$ cat src/hw/rtl/apwa_pkg.sv
// shared types, constants and tables for the pitch window average unit
`timescale 1ns / 1ps

package apwa_pkg;

  // default configuration
  localparam int WINDOW_ATTEMPTS_DEF     = 16;
  localparam int ANGLE_FRACTION_BITS_DEF = 8;
  localparam int CORDIC_ITERATIONS_DEF   = 16;

  // fixed widths of the datapath
  localparam int AXIS_W    = 16;
  localparam int PITCH_W   = 15;
  localparam int GOOD_W    = 5;
  localparam int SUM_W     = 28;
  localparam int ROOT_W    = 32;
  localparam int MAG2_W    = 32;
  localparam int CORDIC_W  = 36;
  localparam int ANGLE_W   = 32;
  localparam int SCALED_W  = 38;
  localparam int STEP_W    = 5;
  localparam int PRESHIFT  = 16;
  localparam int SQRT_STEPS = 16;
  localparam int TABLE_LEN = 24;
  localparam int IN_DATA_W  = 48;
  localparam int OUT_DATA_W = 24;
  localparam int QUEUE_DEPTH = 2;

  localparam logic [SUM_W-1:0] SUM_MAX = {1'b0, {(SUM_W-1){1'b1}}};
  localparam logic [SUM_W-1:0] SUM_MIN = {1'b1, {(SUM_W-1){1'b0}}};
  localparam int VERTICAL_CENTIDEG = 9000;
  localparam int CENTI_SCALE = 100;

  // atan(2^-i) in degrees, 24 fractional bits
  localparam logic [ANGLE_W-1:0] ATAN_TABLE [TABLE_LEN] = '{
    32'd754974720, 32'd445687602, 32'd235489088, 32'd119537938,
    32'd60000934,  32'd30029717,  32'd15018523,  32'd7509720,
    32'd3754917,   32'd1877466,   32'd938734,    32'd469367,
    32'd234684,    32'd117342,    32'd58671,     32'd29335,
    32'd14668,     32'd7334,      32'd3667,      32'd1833,
    32'd917,       32'd458,       32'd229,       32'd115
  };

  // one queued read attempt
  typedef struct packed {
    logic signed [AXIS_W-1:0] ax;
    logic signed [AXIS_W-1:0] ay;
    logic signed [AXIS_W-1:0] az;
    logic                     read_ok;
    logic                     last;
  } apwa_item_t;

  // queue status seen by both sides
  typedef struct packed {
    logic full;
    logic empty;
  } apwa_qstat_t;

  typedef enum logic [3:0] {
    ST_IDLE,
    ST_SQ_Y,
    ST_SQ_Z,
    ST_SQRT,
    ST_CINIT,
    ST_CORDIC,
    ST_SCALE,
    ST_ROUND,
    ST_ACC,
    ST_FIN,
    ST_DIV,
    ST_OUT
  } apwa_state_t;

endpackage

$ cat src/hw/rtl/apwa_front.sv
// front end: accepts read attempts and marks the last one of each window
`timescale 1ns / 1ps

module apwa_front #(
  parameter int WINDOW_ATTEMPTS = apwa_pkg::WINDOW_ATTEMPTS_DEF
) (
  input  logic                              clk,
  input  logic                              rst,
  input  logic                              s_tvalid,
  output logic                              s_tready,
  input  logic [apwa_pkg::IN_DATA_W-1:0]    s_tdata,
  input  logic                              s_tuser,
  input  apwa_pkg::apwa_qstat_t             qstat,
  output logic                              push,
  output apwa_pkg::apwa_item_t              push_item
);
  import apwa_pkg::*;

  localparam int ATT_W = (WINDOW_ATTEMPTS > 1) ? $clog2(WINDOW_ATTEMPTS) : 1;
  localparam logic [ATT_W-1:0] ATT_LAST = ATT_W'(WINDOW_ATTEMPTS - 1);

  logic [ATT_W-1:0] attempt_count;
  logic             is_last;

  // take a beat whenever the queue has room
  assign s_tready = !qstat.full;
  assign push     = s_tvalid && s_tready;
  assign is_last  = (attempt_count == ATT_LAST);

  always_comb begin
    push_item.ax      = s_tdata[AXIS_W-1:0];
    push_item.ay      = s_tdata[2*AXIS_W-1:AXIS_W];
    push_item.az      = s_tdata[3*AXIS_W-1:2*AXIS_W];
    push_item.read_ok = s_tuser;
    push_item.last    = is_last;
  end

  // attempt counter within the window
  always_ff @(posedge clk) begin
    if (rst) begin
      attempt_count <= '0;
    end else if (push) begin
      attempt_count <= is_last ? '0 : attempt_count + 1'b1;
    end
  end

endmodule

$ cat src/hw/rtl/apwa_queue.sv
// short queue between front end and compute back end
`timescale 1ns / 1ps

module apwa_queue (
  input  logic                  clk,
  input  logic                  rst,
  input  logic                  push,
  input  apwa_pkg::apwa_item_t  push_item,
  input  logic                  pop,
  output apwa_pkg::apwa_item_t  pop_item,
  output apwa_pkg::apwa_qstat_t qstat
);
  import apwa_pkg::*;

  localparam int PTR_W = $clog2(QUEUE_DEPTH);

  apwa_item_t       mem [QUEUE_DEPTH];
  logic [PTR_W-1:0] wr_ptr;
  logic [PTR_W-1:0] rd_ptr;
  logic [PTR_W:0]   fill;

  assign qstat.full  = (fill == (PTR_W+1)'(QUEUE_DEPTH));
  assign qstat.empty = (fill == '0);
  assign pop_item    = mem[rd_ptr];

  // storage
  always_ff @(posedge clk) begin
    if (push) begin
      mem[wr_ptr] <= push_item;
    end
  end

  // pointers and fill level
  always_ff @(posedge clk) begin
    if (rst) begin
      wr_ptr <= '0;
      rd_ptr <= '0;
      fill   <= '0;
    end else begin
      if (push) wr_ptr <= wr_ptr + 1'b1;
      if (pop)  rd_ptr <= rd_ptr + 1'b1;
      if (push && !pop) fill <= fill + 1'b1;
      else if (pop && !push) fill <= fill - 1'b1;
    end
  end

endmodule

$ cat src/hw/rtl/apwa_back.sv
// back end: square root, cordic, accumulation, window division, result register
`timescale 1ns / 1ps

module apwa_back #(
  parameter int WINDOW_ATTEMPTS     = apwa_pkg::WINDOW_ATTEMPTS_DEF,
  parameter int ANGLE_FRACTION_BITS = apwa_pkg::ANGLE_FRACTION_BITS_DEF,
  parameter int CORDIC_ITERATIONS   = apwa_pkg::CORDIC_ITERATIONS_DEF
) (
  input  logic                            clk,
  input  logic                            rst,
  input  apwa_pkg::apwa_qstat_t           qstat,
  input  apwa_pkg::apwa_item_t            pop_item,
  output logic                            pop,
  output logic                            m_tvalid,
  input  logic                            m_tready,
  output logic [apwa_pkg::OUT_DATA_W-1:0] m_tdata,
  output logic                            m_tuser
);
  import apwa_pkg::*;

  localparam int CNT_W = $clog2(WINDOW_ATTEMPTS + 1);
  localparam int SH    = 24 - ANGLE_FRACTION_BITS;
  localparam logic [SCALED_W-1:0] HALF = SCALED_W'(1) << (SH - 1);
  localparam logic [STEP_W-1:0] CORDIC_LAST = STEP_W'(CORDIC_ITERATIONS - 1);
  localparam logic [STEP_W-1:0] SQRT_LAST   = STEP_W'(SQRT_STEPS - 1);
  localparam logic [STEP_W-1:0] DIV_LAST    = STEP_W'(SUM_W - 1);
  localparam logic [SUM_W-1:0] VERT_VAL =
    SUM_W'(VERTICAL_CENTIDEG) << ANGLE_FRACTION_BITS;

  apwa_state_t state, state_next;

  logic [STEP_W-1:0]          step, step_next;
  apwa_item_t                 cur, cur_next;
  logic [MAG2_W-1:0]          rem_v, rem_v_next;
  logic [MAG2_W-1:0]          bit_v, bit_v_next;
  logic [ROOT_W-1:0]          root, root_next;
  logic signed [CORDIC_W-1:0] x, x_next, y, y_next;
  logic signed [ANGLE_W-1:0]  z, z_next;
  logic [SCALED_W-1:0]        scaled, scaled_next;
  logic signed [SUM_W-1:0]    sample, sample_next;
  logic signed [SUM_W-1:0]    sum, sum_next;
  logic [CNT_W-1:0]           good, good_next;
  logic [SUM_W-1:0]           dq, dq_next;
  logic [CNT_W-1:0]           drem, drem_next;
  logic                       out_valid, out_valid_next;
  logic [PITCH_W-1:0]         out_pitch, out_pitch_next;
  logic                       out_status, out_status_next;
  logic [GOOD_W-1:0]          out_good, out_good_next;

  // combinational helpers
  logic signed [2*AXIS_W-1:0] sq;
  logic [MAG2_W:0]            trial_sum;
  logic signed [CORDIC_W-1:0] dx, dy;
  logic [ANGLE_W-1:0]         zabs;
  logic [SCALED_W-1:0]        rounded;
  logic signed [SUM_W:0]      acc_wide;
  logic [CNT_W:0]             dtrial;
  logic [SUM_W-1:0]           pmag;
  logic [AXIS_W-1:0]          ax_abs;

  assign m_tvalid = out_valid;
  assign m_tuser  = out_status;
  assign m_tdata  = {{(OUT_DATA_W-PITCH_W-GOOD_W){1'b0}}, out_good, out_pitch};

  // registers
  always_ff @(posedge clk) begin
    if (rst) begin
      state     <= ST_IDLE;
      out_valid <= 1'b0;
      sum       <= '0;
      good      <= '0;
    end else begin
      state     <= state_next;
      out_valid <= out_valid_next;
      sum       <= sum_next;
      good      <= good_next;
    end
  end

  always_ff @(posedge clk) begin
    step       <= step_next;
    cur        <= cur_next;
    rem_v      <= rem_v_next;
    bit_v      <= bit_v_next;
    root       <= root_next;
    x          <= x_next;
    y          <= y_next;
    z          <= z_next;
    scaled     <= scaled_next;
    sample     <= sample_next;
    dq         <= dq_next;
    drem       <= drem_next;
    out_pitch  <= out_pitch_next;
    out_status <= out_status_next;
    out_good   <= out_good_next;
  end

  // sequencer and datapath
  always_comb begin
    state_next      = state;
    step_next       = step;
    cur_next        = cur;
    rem_v_next      = rem_v;
    bit_v_next      = bit_v;
    root_next       = root;
    x_next          = x;
    y_next          = y;
    z_next          = z;
    scaled_next     = scaled;
    sample_next     = sample;
    sum_next        = sum;
    good_next       = good;
    dq_next         = dq;
    drem_next       = drem;
    out_valid_next  = out_valid && !m_tready;
    out_pitch_next  = out_pitch;
    out_status_next = out_status;
    out_good_next   = out_good;
    pop             = 1'b0;

    sq        = (state == ST_SQ_Y) ? cur.ay * cur.ay : cur.az * cur.az;
    trial_sum = {1'b0, MAG2_W'(root)} + {1'b0, bit_v};
    dx        = y >>> step;
    dy        = x >>> step;
    zabs      = z[ANGLE_W-1] ? ANGLE_W'(-z) : ANGLE_W'(z);
    rounded   = (scaled + HALF) >> SH;
    acc_wide  = (SUM_W+1)'(sum) + (SUM_W+1)'(sample);
    dtrial    = {drem, dq[SUM_W-1]};
    pmag      = dq >> ANGLE_FRACTION_BITS;
    ax_abs    = cur.ax[AXIS_W-1] ? AXIS_W'(-cur.ax) : AXIS_W'(cur.ax);

    case (state)
      ST_IDLE: begin
        if (!qstat.empty) begin
          pop      = 1'b1;
          cur_next = pop_item;
          if (pop_item.read_ok) state_next = ST_SQ_Y;
          else if (pop_item.last) state_next = ST_FIN;
        end
      end
      // sum of squares, one product per cycle
      ST_SQ_Y: begin
        rem_v_next = MAG2_W'(sq);
        state_next = ST_SQ_Z;
      end
      ST_SQ_Z: begin
        rem_v_next = rem_v + MAG2_W'(sq);
        root_next  = '0;
        bit_v_next = MAG2_W'(1) << 30;
        step_next  = '0;
        state_next = ST_SQRT;
      end
      // integer square root, one result bit per cycle
      ST_SQRT: begin
        if ({1'b0, rem_v} >= trial_sum) begin
          rem_v_next = rem_v - MAG2_W'(trial_sum);
          root_next  = ROOT_W'((MAG2_W'(root) >> 1) + bit_v);
        end else begin
          root_next  = root >> 1;
        end
        bit_v_next = bit_v >> 2;
        step_next  = step + 1'b1;
        if (step == SQRT_LAST) state_next = ST_CINIT;
      end
      // zero and vertical cases skip the rotation
      ST_CINIT: begin
        step_next = '0;
        if (cur.ax == '0) begin
          sample_next = '0;
          state_next  = ST_ACC;
        end else if (root == '0) begin
          sample_next = cur.ax[AXIS_W-1] ? -VERT_VAL : VERT_VAL;
          state_next  = ST_ACC;
        end else begin
          x_next     = CORDIC_W'(root) <<< PRESHIFT;
          y_next     = CORDIC_W'(ax_abs) <<< PRESHIFT;
          z_next     = '0;
          state_next = ST_CORDIC;
        end
      end
      // vectoring rotation, one step per cycle
      ST_CORDIC: begin
        if (!y[CORDIC_W-1]) begin
          x_next = x + dx;
          y_next = y - dy;
          z_next = z + ATAN_TABLE[step];
        end else begin
          x_next = x - dx;
          y_next = y + dy;
          z_next = z - ATAN_TABLE[step];
        end
        step_next = step + 1'b1;
        if (step == CORDIC_LAST) state_next = ST_SCALE;
      end
      ST_SCALE: begin
        scaled_next = SCALED_W'(zabs) * SCALED_W'(CENTI_SCALE);
        state_next  = ST_ROUND;
      end
      ST_ROUND: begin
        if (z[ANGLE_W-1] ^ cur.ax[AXIS_W-1]) sample_next = -SUM_W'(rounded);
        else sample_next = SUM_W'(rounded);
        state_next = ST_ACC;
      end
      // saturating accumulate
      ST_ACC: begin
        if (acc_wide > (SUM_W+1)'($signed(SUM_MAX))) sum_next = SUM_MAX;
        else if (acc_wide < (SUM_W+1)'($signed(SUM_MIN))) sum_next = SUM_MIN;
        else sum_next = acc_wide[SUM_W-1:0];
        good_next  = good + 1'b1;
        state_next = cur.last ? ST_FIN : ST_IDLE;
      end
      // end of window: divide magnitude of sum by the good count
      ST_FIN: begin
        dq_next    = sum[SUM_W-1] ? SUM_W'(-sum) : SUM_W'(sum);
        drem_next  = '0;
        step_next  = '0;
        state_next = (good == '0) ? ST_OUT : ST_DIV;
      end
      ST_DIV: begin
        if (dtrial >= {1'b0, good}) begin
          drem_next = CNT_W'(dtrial - {1'b0, good});
          dq_next   = {dq[SUM_W-2:0], 1'b1};
        end else begin
          drem_next = CNT_W'(dtrial);
          dq_next   = {dq[SUM_W-2:0], 1'b0};
        end
        step_next = step + 1'b1;
        if (step == DIV_LAST) state_next = ST_OUT;
      end
      // load result register once it is free
      ST_OUT: begin
        if (!out_valid || m_tready) begin
          out_valid_next = 1'b1;
          if (good == '0) begin
            out_pitch_next  = '0;
            out_status_next = 1'b1;
            out_good_next   = '0;
          end else begin
            out_pitch_next  = sum[SUM_W-1] ? PITCH_W'(-pmag) : PITCH_W'(pmag);
            out_status_next = 1'b0;
            out_good_next   = GOOD_W'(good);
          end
          sum_next   = '0;
          good_next  = '0;
          state_next = ST_IDLE;
        end
      end
      default: begin
        state_next = ST_IDLE;
      end
    endcase
  end

endmodule

$ cat src/hw/rtl/accel_pitch_window_average_unit.sv
// top level of the accelerometer pitch window average unit
`timescale 1ns / 1ps

// Each input beat is one read attempt; beats with tuser set carry a good
// sample whose pitch atan2(ax, sqrt(ay^2+az^2)) is computed in centidegrees
// with ANGLE_FRACTION_BITS fractional bits and summed. After WINDOW_ATTEMPTS
// attempts one result beat gives the truncated average, a status flag
// (1 = no good samples) and the good count. A good sample passes through the back
// end as one pop, two squaring steps, 16 root steps, one setup step, the rotation
// steps, scaling, rounding and accumulation; a good sample with ax zero or with
// ay and az both zero skips the rotation; a failed read is only popped. The
// window end adds divide setup, a 28-step divide and the result load, plus any
// wait for the result register to drain. The input queue holds two beats so
// attempts are taken while the back end works or a result waits.

module accel_pitch_window_average_unit
  import apwa_pkg::*;
#(
  parameter int WINDOW_ATTEMPTS     = WINDOW_ATTEMPTS_DEF,
  parameter int ANGLE_FRACTION_BITS = ANGLE_FRACTION_BITS_DEF,
  parameter int CORDIC_ITERATIONS   = CORDIC_ITERATIONS_DEF
) (
  input  logic                  clk,
  input  logic                  rst,
  input  logic                  s_tvalid,
  output logic                  s_tready,
  input  logic [IN_DATA_W-1:0]  s_tdata,   // ax, ay, az
  input  logic                  s_tuser,   // read_ok
  output logic                  m_tvalid,
  input  logic                  m_tready,
  output logic [OUT_DATA_W-1:0] m_tdata,   // pitch_centideg, good_count, zero pad
  output logic                  m_tuser    // status
);

  apwa_qstat_t qstat;
  apwa_item_t  push_item, pop_item;
  logic        push, pop;

  apwa_front #(
    .WINDOW_ATTEMPTS(WINDOW_ATTEMPTS)
  ) u_front (
    .clk(clk), .rst(rst),
    .s_tvalid(s_tvalid), .s_tready(s_tready), .s_tdata(s_tdata), .s_tuser(s_tuser),
    .qstat(qstat), .push(push), .push_item(push_item)
  );

  apwa_queue u_queue (
    .clk(clk), .rst(rst),
    .push(push), .push_item(push_item),
    .pop(pop), .pop_item(pop_item), .qstat(qstat)
  );

  apwa_back #(
    .WINDOW_ATTEMPTS(WINDOW_ATTEMPTS),
    .ANGLE_FRACTION_BITS(ANGLE_FRACTION_BITS),
    .CORDIC_ITERATIONS(CORDIC_ITERATIONS)
  ) u_back (
    .clk(clk), .rst(rst),
    .qstat(qstat), .pop_item(pop_item), .pop(pop),
    .m_tvalid(m_tvalid), .m_tready(m_tready), .m_tdata(m_tdata), .m_tuser(m_tuser)
  );

  // queue never written when full nor read when empty
  assert property (@(posedge clk) disable iff (rst) push |-> !qstat.full)
    else $error("queue overflow");
  assert property (@(posedge clk) disable iff (rst) pop |-> !qstat.empty)
    else $error("queue underflow");
  // an empty window reports zero pitch and zero count
  assert property (@(posedge clk) disable iff (rst)
    (m_tvalid && m_tuser) |-> (m_tdata[PITCH_W+GOOD_W-1:0] == '0))
    else $error("failure result carries data");
  // good count never exceeds the window
  assert property (@(posedge clk) disable iff (rst)
    (m_tvalid && WINDOW_ATTEMPTS < 32) |->
      (m_tdata[PITCH_W+GOOD_W-1:PITCH_W] <= GOOD_W'(WINDOW_ATTEMPTS)))
    else $error("good count above window");

endmodule

$ cat config.mk
export PLATFORM = sky130hd
export DESIGN_NAME = accel_pitch_window_average_unit
export DESIGN_NICKNAME = d
export VERILOG_FILES = /design/src/hw/rtl/apwa_pkg.sv /design/src/hw/rtl/apwa_front.sv /design/src/hw/rtl/apwa_queue.sv /design/src/hw/rtl/apwa_back.sv /design/src/hw/rtl/accel_pitch_window_average_unit.sv
export SDC_FILE = /design/constraint.sdc
export NUM_CORES = 2
export LEC_CHECK = 0
export BUFFER_PORTS_ARGS = -buffer_cell sky130_fd_sc_hd__buf_2
export CORE_MARGIN = 1.5
export CORE_UTILIZATION = 40
export DETAILED_ROUTE_END_ITERATION = 8
export GPL_TIMING_DRIVEN = 0
export HOLD_SLACK_MARGIN = 0.06
export PLACE_DENSITY = 0.57
export SETUP_SLACK_MARGIN = 0.5
export SYNTH_ARGS = -nofsm -noshare
export SYNTH_HDL_FRONTEND = slang
export SYNTH_SLANG_ARGS = --single-unit
export TNS_END_PERCENT = 50
$ cat constraint.sdc
create_clock -name clk -period 26.1 [get_ports clk]
set_input_delay 5.22 -clock clk [delete_from_list [all_inputs] [get_ports clk]]
set_output_delay 5.22 -clock clk [all_outputs]
set_load 0.02 [all_outputs]
==> impl_metrics.csv <==
group,metric,value,unit
status,status,"completed",
synth,syn_avg_cell_area,9.39,sq um
detailed_routing,wl_met1,80700,um
synth,ys_seq_elements,490,
synth,async_flop_share,0,%
timing,maxSlewViolCount,0,
critical_path,worstSetupStartpointType,"flip-flop",
timing,setup_viol,0,
critical_path,worstSetupPathType,"reg2reg",
detailed_routing,ant_nets,0,
grt,grt_max_degree,34,
detailed_routing,routed_wl,180000,um
die,die_h,390,um
timing,tightest_slew,1.41,ns
critical_path,cp_num_cells,37,
critical_path,cp.arrival,12.23,ns
die,initial_core_util,40.4,%
critical_path,startpoint,"u_back.cur[19]",
timing,tns,0,ns
timing,skew,0.0765,ns
timing,relSlewSlack,4.77,%
die,dieWidth,390,um
clock_network,numCtsBuffers,61,
die,ioPinCount,80,
critical_path,critical_path_buf_inv_count,5,
critical_path,cp_top_family,"compound AO/OA/AOI/OAI gates",
critical_path,rr_worst_depth,37,
synth,yosysWarnings,0,
clock_network,clock_sinks,490,
critical_path,crit_path_end,"u_back.rem_v[31]",
critical_path,cpMostUsedCell,"fa_1",
final_layout,final_cell_mix,"inv_1 (805), nand2_1 (544), ha_1 (535), nor2_1 (516), fa_1 (498)",
die,row_count,141,
critical_path,cp_slowest_cell,"fa_1",
critical_path,crit_path_max_incr_delay,0.58,ns
detailed_routing,wl_per_cell,21.1,um
die,coreArea,148000,sq um
placed_design,portBuffers,74,
detailed_routing,top_layer,"met4",
timing,hold_ws,0.477,ns
synth,synth_edf_count,443,
final_layout,drive_gt1_share,7.46,%
clock_network,post_cts_buffers,0,
synth,synth-main-ff-cell,"edfxtp_1",
clock_network,cts_buffer_depth,3,
detailed_routing,viasPerCell,5.54,
detailed_routing,wl_met2,81700,um
clock_network,cts_tree,"yes",
clock_network,cts_resized,0,
grt,antenna_found_initial,2,
critical_path,path_max_fanout,10,
job,maxCapViolations,0,
timing,period_needed,11.72,ns
clock_network,cts_hold_buffers,0,
detailed_routing,drcViolationCount,0,
detailed_routing,first_iter_violations,3479,
synth,synth_area,59900,sq um
grt,grt_pass1_wl,279000,um
timing,fin_crit_sh,44.9,%
synth,ys_types,104,
critical_path,cp.required,26.61,ns
grt,grt-ovfl-total,0,
placed_design,gp_congestion,1.01,
grt,grt_pass1_vias,47600,
timing,hold_viol_final,0,
detailed_routing,wl_met3,10900,um
die,dieArea,152000,sq um
clock_network,clkTransAtPathRegs,0.08,ns
placed_design,post-dp-hpwl,145000,um
critical_path,r2r_start,"u_back.cur[19]",
detailed_routing,vias,47300,
critical_path,rrSetupSlack,14.38,ns
timing,rsz0062_at_grt,"no",
final_layout,area_growth,8.92,%
final_layout,nFillCells,14500,
hold_path,hold_class,"reg2reg",
critical_path,timing.rr.end,"u_back.rem_v[31]",
final_layout,nets,7626,
critical_path,endpoint_kind,"flip-flop",
detailed_routing,first_pass_iters,5,
clock_network,clockRootBuffer,"clkbuf_16",
clock_network,h-tree-depth,2,
final_layout,layout_commonest_cell,"inv_1",
synth,synth_seq_area_share,23.8,%
synth,syn_inst,6375,
grt,grtUsageTotal,23.7,%
timing,max_freq,0.0853,GHz
clock_network,worstSkewPairLatency,0.73,ns
-- cell usage after synthesis, types with 14 or more instances --
master | instances | area [sq um]
a21o_1 | 132 | 991
nor4_1 | 26 | 163
a211oi_1 | 52 | 390
mux4_2 | 96 | 2160
o211ai_1 | 23 | 173
mux2_2 | 83 | 935
nand3_1 | 78 | 390
o22ai_1 | 15 | 93.8
inv_1 | 806 | 3030
xor2_1 | 215 | 1880
o21ai_1 | 17 | 85.1
a221o_1 | 29 | 290
a211o_1 | 15 | 131
o21bai_1 | 47 | 353
nor3_1 | 91 | 455
o21a_1 | 42 | 315
nor2b_1 | 64 | 400
dfxtp_1 | 47 | 941
or2_2 | 17 | 106
edfxtp_1 | 443 | 13300
nand4_1 | 41 | 257
a31o_2 | 25 | 219
nor2_1 | 520 | 1950
buf_2 | 17 | 85.1
or4_1 | 17 | 128
nand2_1 | 544 | 2040
ha_1 | 535 | 6690
o21ai_0 | 248 | 1240
and3_1 | 76 | 475
xnor2_1 | 317 | 2780
clkbuf_1 | 189 | 709
and2_1 | 100 | 626
mux2i_1 | 71 | 711
or3_1 | 31 | 194
nand2b_1 | 65 | 407
a31oi_1 | 76 | 475
o31ai_1 | 47 | 353
buf_1 | 41 | 154
fa_1 | 498 | 9970
a21oi_1 | 353 | 1770
a41oi_1 | 14 | 123
-- metrics by stage --
stage | area, sq um | utilization, % | std cells | setup WS [ns]
after floorplan | 59900 | - | 6378 | 16.64
after global placement | 62700 | 42.3 | 8382 | 11.72
after detailed placement | 63100 | 42.6 | 8407 | 14.75
after CTS | 65200 | 44.0 | 8522 | 14.65
after global routing | 65200 | 44.0 | 8522 | 13.94
final | 65200 | 44.0 | 8525 | 14.38
-- state kept, by name (all words and copies together) (netlist names), 16 cells and up, named ones only --
register / count
u_back.rem_v: 32
u_back.x: 36
u_queue.mem: 100
u_back.sample: 28
u_back.sum: 28
u_back.root: 32
u_back.dq: 28
u_back.cur: 49
u_back.z: 32
u_back.bit_v: 16
u_back.y: 36
u_back.scaled: 23
-- kinds of logic (layout without fill, tap and decap cells) --
group | count (synthesis) | in the layout | synth area share, %
AOI/OAI and AO/OA | 1254 | 1254 | 13.5
xor gates and xnor gates | 532 | 532 | 7.78
adders and majority gates | 1033 | 1033 | 27.8
buffers and inverters | 1071 | 1285 | 6.86
DFF | 490 | 490 | 23.8
muxes | 256 | 256 | 6.55
other | 1 | 7 | 0.00626
and+or+nand+nor | 1738 | 1738 | 13.7
-- routing by layer --
layer | track usage, % | vias up
met5 | 0 | -
met4 | 8.01 | 0
met3 | 3.43 | 291
met2 | 38.3 | 1300
met1 | 32.5 | 23300
li1 | - | 22400
-- area by class of cell --
class,instances,area (sq um),area share [%]
multi-input cells,4817,41600,63.8
flip-flops and latches,490,14200,21.8
inverters,812,3050,4.68
well taps,1930,2410,3.70
clock buffers,68,1570,2.41
plain buffers,259,1060,1.63
repair buffers,99,719,1.10
clock inverters,47,552,0.846
diodes,3,7.51,0.0115
-- how the worst min path moves through the flow --
stage | from | to | cells after the start
2_1_floorplan | u_front.attempt_count[3] | u_front.attempt_count[3] | 1
3_3_place_gp | u_front.attempt_count[3] | u_front.attempt_count[3] | 1
3_5_place_dp | u_front.attempt_count[3] | u_front.attempt_count[3] | 1
4_1_cts | u_queue.mem[1][6] | u_back.cur[6] | 1
5_1_grt | u_front.attempt_count[3] | u_front.attempt_count[3] | 1
6_report | u_queue.mem[1][6] | u_back.cur[6] | 1
Power is not shown: default switching activity piles up to over one toggle a cycle in this logic, so the estimate is an artifact.
